**src/design/tbp_pkg.sv**
```systemverilog
package tbp_pkg;

	// table index widths, all tables are powers of two
	localparam int GIDX_BITS  = 12;
	localparam int LHIDX_BITS = 10;
	localparam int LPIDX_BITS = 10;

	localparam int GLOBAL_ENTRIES        = 1 << GIDX_BITS;
	localparam int LOCAL_HISTORY_ENTRIES = 1 << LHIDX_BITS;
	localparam int LOCAL_PATTERN_ENTRIES = 1 << LPIDX_BITS;

	// counter sizes
	localparam int LOCAL_STATES  = 8;
	localparam int GLOBAL_STATES = 4;
	localparam int LCTR_BITS     = $clog2(LOCAL_STATES);
	localparam int GCTR_BITS     = $clog2(GLOBAL_STATES);

	// branch addresses are word aligned
	localparam int ADDR_SHIFT = 2;
	localparam int ADDR_BITS  = 32;

	// clearing pass covers the deepest table
	localparam int CLEAR_ENTRIES =
		(GLOBAL_ENTRIES >= LOCAL_HISTORY_ENTRIES) ?
		((GLOBAL_ENTRIES >= LOCAL_PATTERN_ENTRIES) ? GLOBAL_ENTRIES : LOCAL_PATTERN_ENTRIES) :
		((LOCAL_HISTORY_ENTRIES >= LOCAL_PATTERN_ENTRIES) ?
			LOCAL_HISTORY_ENTRIES : LOCAL_PATTERN_ENTRIES);
	localparam int CLEAR_BITS = $clog2(CLEAR_ENTRIES);

	typedef enum logic {
		OP_PREDICT = 1'b0,
		OP_UPDATE  = 1'b1
	} op_t;

	// clearing sequencer status
	typedef struct packed {
		logic                  active;
		logic [CLEAR_BITS-1:0] addr;
	} clear_t;

	// 2-bit saturating counter step
	function automatic logic [GCTR_BITS-1:0] sat_g(input logic [GCTR_BITS-1:0] v,
		input logic up);
		logic [GCTR_BITS-1:0] r;
		r = v;
		if (up) begin
			if (v != {GCTR_BITS{1'b1}})
				r = v + GCTR_BITS'(1);
		end else begin
			if (v != '0)
				r = v - GCTR_BITS'(1);
		end
		return r;
	endfunction

	// 3-bit saturating counter step
	function automatic logic [LCTR_BITS-1:0] sat_l(input logic [LCTR_BITS-1:0] v,
		input logic up);
		logic [LCTR_BITS-1:0] r;
		r = v;
		if (up) begin
			if (v != {LCTR_BITS{1'b1}})
				r = v + LCTR_BITS'(1);
		end else begin
			if (v != '0)
				r = v - LCTR_BITS'(1);
		end
		return r;
	endfunction

endpackage

```
**src/design/tbp_clear.sv**
```systemverilog
module tbp_clear (
	input  logic            clk,
	input  logic            arst_n,
	output tbp_pkg::clear_t clr
);

	logic                           active_q;
	logic [tbp_pkg::CLEAR_BITS-1:0] addr_q;

	// sweep every table address once after reset
	always_ff @(posedge clk or negedge arst_n) begin
		if (!arst_n) begin
			active_q <= 1'b1;
			addr_q   <= '0;
		end else if (active_q) begin
			addr_q <= addr_q + tbp_pkg::CLEAR_BITS'(1);
			if (addr_q == tbp_pkg::CLEAR_BITS'(tbp_pkg::CLEAR_ENTRIES - 1))
				active_q <= 1'b0;
		end
	end

	assign clr.active = active_q;
	assign clr.addr   = addr_q;

endmodule

```
**config.mk**
```make
export PLATFORM = sky130hd
export DESIGN_NAME = tbp_clear
export DESIGN_NICKNAME = d
export VERILOG_FILES = /design/src/design/tbp_pkg.sv /design/src/design/tbp_clear.sv
export SDC_FILE = /design/constraint.sdc
export NUM_CORES = 1
export LEC_CHECK = 0
export BUFFER_PORTS_ARGS = -buffer_cell sky130_fd_sc_hd__buf_2
export CAP_MARGIN = 20
export CORE_AREA = 2 2 39 41
export CTS_CLUSTER_SIZE = 20
export DETAILED_ROUTE_END_ITERATION = 6
export DIE_AREA = 0 0 41 43
export HOLD_SLACK_MARGIN = 0.08
export PLACE_DENSITY = 0.71
export SLEW_MARGIN = 15
export SYNTH_ARGS = -nofsm -noshare
export SYNTH_HDL_FRONTEND = slang
export SYNTH_SLANG_ARGS = --single-unit
```
**constraint.sdc**
```tcl
create_clock -name clk -period 2.8 [get_ports clk]
set_input_delay 0.14 -clock clk [delete_from_list [all_inputs] [get_ports clk]]
set_output_delay 0.14 -clock clk [all_outputs]
set_load 0.01 [all_outputs]
```
==> impl_metrics.json <==
{
  "status": "complete, no violations",
  "syn2layout_area_growth_pct": 19.2,
  "setup_viol": 0,
  "worst-setup-path-type": "flip-flop to flip-flop",
  "cellLeakagePower_uw": 0.000387,
  "synth_async_sr_flop_share_pct": 100,
  "endpoint_kind": "flip-flop",
  "finalCriticalPeriod_ns": 1.36,
  "crit_arrival_ns": 1.56,
  "drtIter0Drc": 3,
  "die_h_microns": 43,
  "cts_tree": "yes",
  "yosysWarnings": 0,
  "synthTopCellsByCount": "dfrtp_1 (12), xor2_1 (7), nand2_1 (5)",
  "antenna_found_initial": 0,
  "clock_skew_ns": 0.00216,
  "hold_path.class": "primary input to async pin",
  "p_per_area_nw_per_um2": 431,
  "routabilityCongestion": 0.699,
  "cts_setup_buffers": 0,
  "dp_hpwl_microns": 749,
  "path_cells": "ha_1, nand4_1, nor3_1, xor2_1",
  "dr.pass1.iters": 2,
  "numCtsBuffers": 3,
  "synth_ff_type": "dfrtp_1",
  "max_cap_viol_count": 0,
  "timing.final.max_slew_violations": 0,
  "drc": 0,
  "synth_area_leaders": "dfrtp_1 (51%), xor2_1 (10%), xnor2_1 (5.9%)",
  "synthDistinctLibCells": 17,
  "core_region_area_sq_um": 1380,
  "hold_buffers": 1,
  "cpPeakStageDelay_ns": 0.43,
  "critPathRequiredTime_ns": 3.00,
  "r2r-end": "addr_q[10]",
  "ys_ff_latch": 13,
  "postRouteWirelength_mm": 1.00,
  "vias": 408,
  "synth_cells": 49,
  "netlist_area_sq_um": 593,
  "start_kind": "flip-flop",
  "wl_per_cell_microns": 12.2,
  "cts_sinks": 13,
  "dp_cells": 77,
  "rsz0062_at_grt": "no",
  "grt_pass1_wl_mm": 1.61,
  "final_antenna_net_count": 0,
  "instances_no_fill": 82,
  "busiest_layer": "met1",
  "synth_edf_count": 0,
  "r2r.worst_path.cells": 4,
  "r2r-start": "addr_q[0]",
  "syn_avg_cell_area_sq_um": 12.1,
  "die-area_sq_um": 1760,
  "final.period_utilization_pct": 48.7,
  "cts_resized": 0,
  "grt.met3_usage_pct": 3.14,
  "synth_largest_area_cell": "dfrtp_1",
  "setup_tns_ns": 0,
  "track_usage_pct": 14.0,
  "clk_pin_slew_ns": 0.07,
  "yosysSeqAreaShare_pct": 55.1,
  "vias_per_cell": 4.98,
  "syn_nets": 52,
  "numPortBuffers": 14,
  "root_buffer": "clkbuf_4",
  "worstSkewPairLatency_ns": 0.27,
  "nets": 70,
  "cpMaxStageDelayCell": "dfrtp_1",
  "layout-drive-gt1-share_pct": 33.3,
  "hold_viol": 0,
  "htreeDepth": 1,
  "fmax_mhz": 734,
  "ios": 15,
  "grtUsageMet2_pct": 18.4,
  "tightest_slew_ns": 0.283,
  "r2r_slack_ns": 1.44,
  "cts_buffer_depth": 2,
  "slew-limit-headroom_pct": 81.2,
  "grt_use_met1_pct": 19.5,
  "synth_most_common_cell": "dfrtp_1",
  "rows": 14,
  "path_delay_family": "simple AND/OR/NAND/NOR gates",
  "start_util_pct": 42.9,
  "grt_overflow": 0,
  "path_buf_inv": 0,
  "grt_pass1_vias": 370,
  "crit_path_max_fanout": 5,
  "antenna_cells": 0,
  "die_w_microns": 41,
  "synth_top_area_share_pct": 50.6,
  "grt_max_degree": 14,
  "ir_worst_vdd_v": 0.000216
}
[worst reg2reg max path, cell delays in order (launching register included)]
cell and delay, ns:
dfrtp_1 0.43, ha_1 0.22, nand4_1 0.22, nor3_1 0.26, xor2_1 0.17
[where the power goes]
group          internal (uW)  total, uW  switching [uW]
sequential               188        188               0
clock                   55.2        112            56.6
combinational           1.42       4.94            3.52
total                    244        304            60.2
[metal layers]
metal	part of all wire, %	wire length (microns)
met3	5.1	51
met4	2.0	20
met2	43	434
met5	0	0
met1	50	498
[worst max-delay path by stage]
stage,from,endpoint,slack (ns),depth (start not counted)
detailed placement,addr_q[0],addr_q[10],1.47,4
global route,addr_q[0],addr_q[10],1.32,4
global placement,addr_q[0],addr_q[10],1.49,4
CTS,addr_q[0],addr_q[10],1.44,4
floorplan,active_q,addr_q[10],1.54,4
finish,addr_q[0],addr_q[10],1.44,4
[cells by family after synthesis]
| family | after synthesis | share of synthesized area [%] |
|---|---|---|
| flops | 13 | 55.1 |
| simple gates | 18 | 19.4 |
| xor+xnor | 11 | 16.2 |
| buf+inv | 4 | 3.38 |
| mux | 1 | 1.90 |
| fa+ha+maj | 1 | 2.11 |
| compound gates | 1 | 1.90 |
[state kept, by name, indices dropped and copies added, names as in the netlist]
register  flops
addr_q       12
active_q      1
[through the flow]
stage               hold WS, ns  instance area, sq um  utilization [%]  total power (uW)  worst slack, ns
floorplan                -0.156                   593                -               191             1.54
CTS                       0.284                   707             51.1               309             1.44
global placement         0.0407                   671             48.5               196             1.49
finish                    0.275                   707             51.1               304             1.44
detailed placement       0.0413                   671             48.5               196             1.47
global route              0.316                   707             51.1               320             1.32
[placed cells by master, fill, tap and decap left out]
master | netlist | layout
o41a_1 | 1 | 1
inv_1 | 2 | 2
dfstp_2 | 1 | 1
clkbuf_1 | 0 | 1
dfrtp_1 | 12 | 12
nor4_2 | 2 | 2
nor3_1 | 3 | 3
nand2_1 | 5 | 5
nor2_1 | 2 | 2
nand3_1 | 3 | 3
buf_2 | 1 | 14
nand4_1 | 2 | 2
mux2_2 | 1 | 1
xor2_1 | 7 | 7
ha_1 | 1 | 1
xnor2_1 | 4 | 4
dlygate4sd3_1 | 0 | 1
nand4_4 | 1 | 1
clkbuf_4 | 0 | 3
[cell type report]
class	count	area [sq um]
well taps	16	20.0
repair buffers	15	80.1
flip-flops and latches	13	327
clock buffers	4	26.3
multi-input cells	32	246
fillers	136	677
inverters	2	7.51
(Power assumes the default switching activity.)
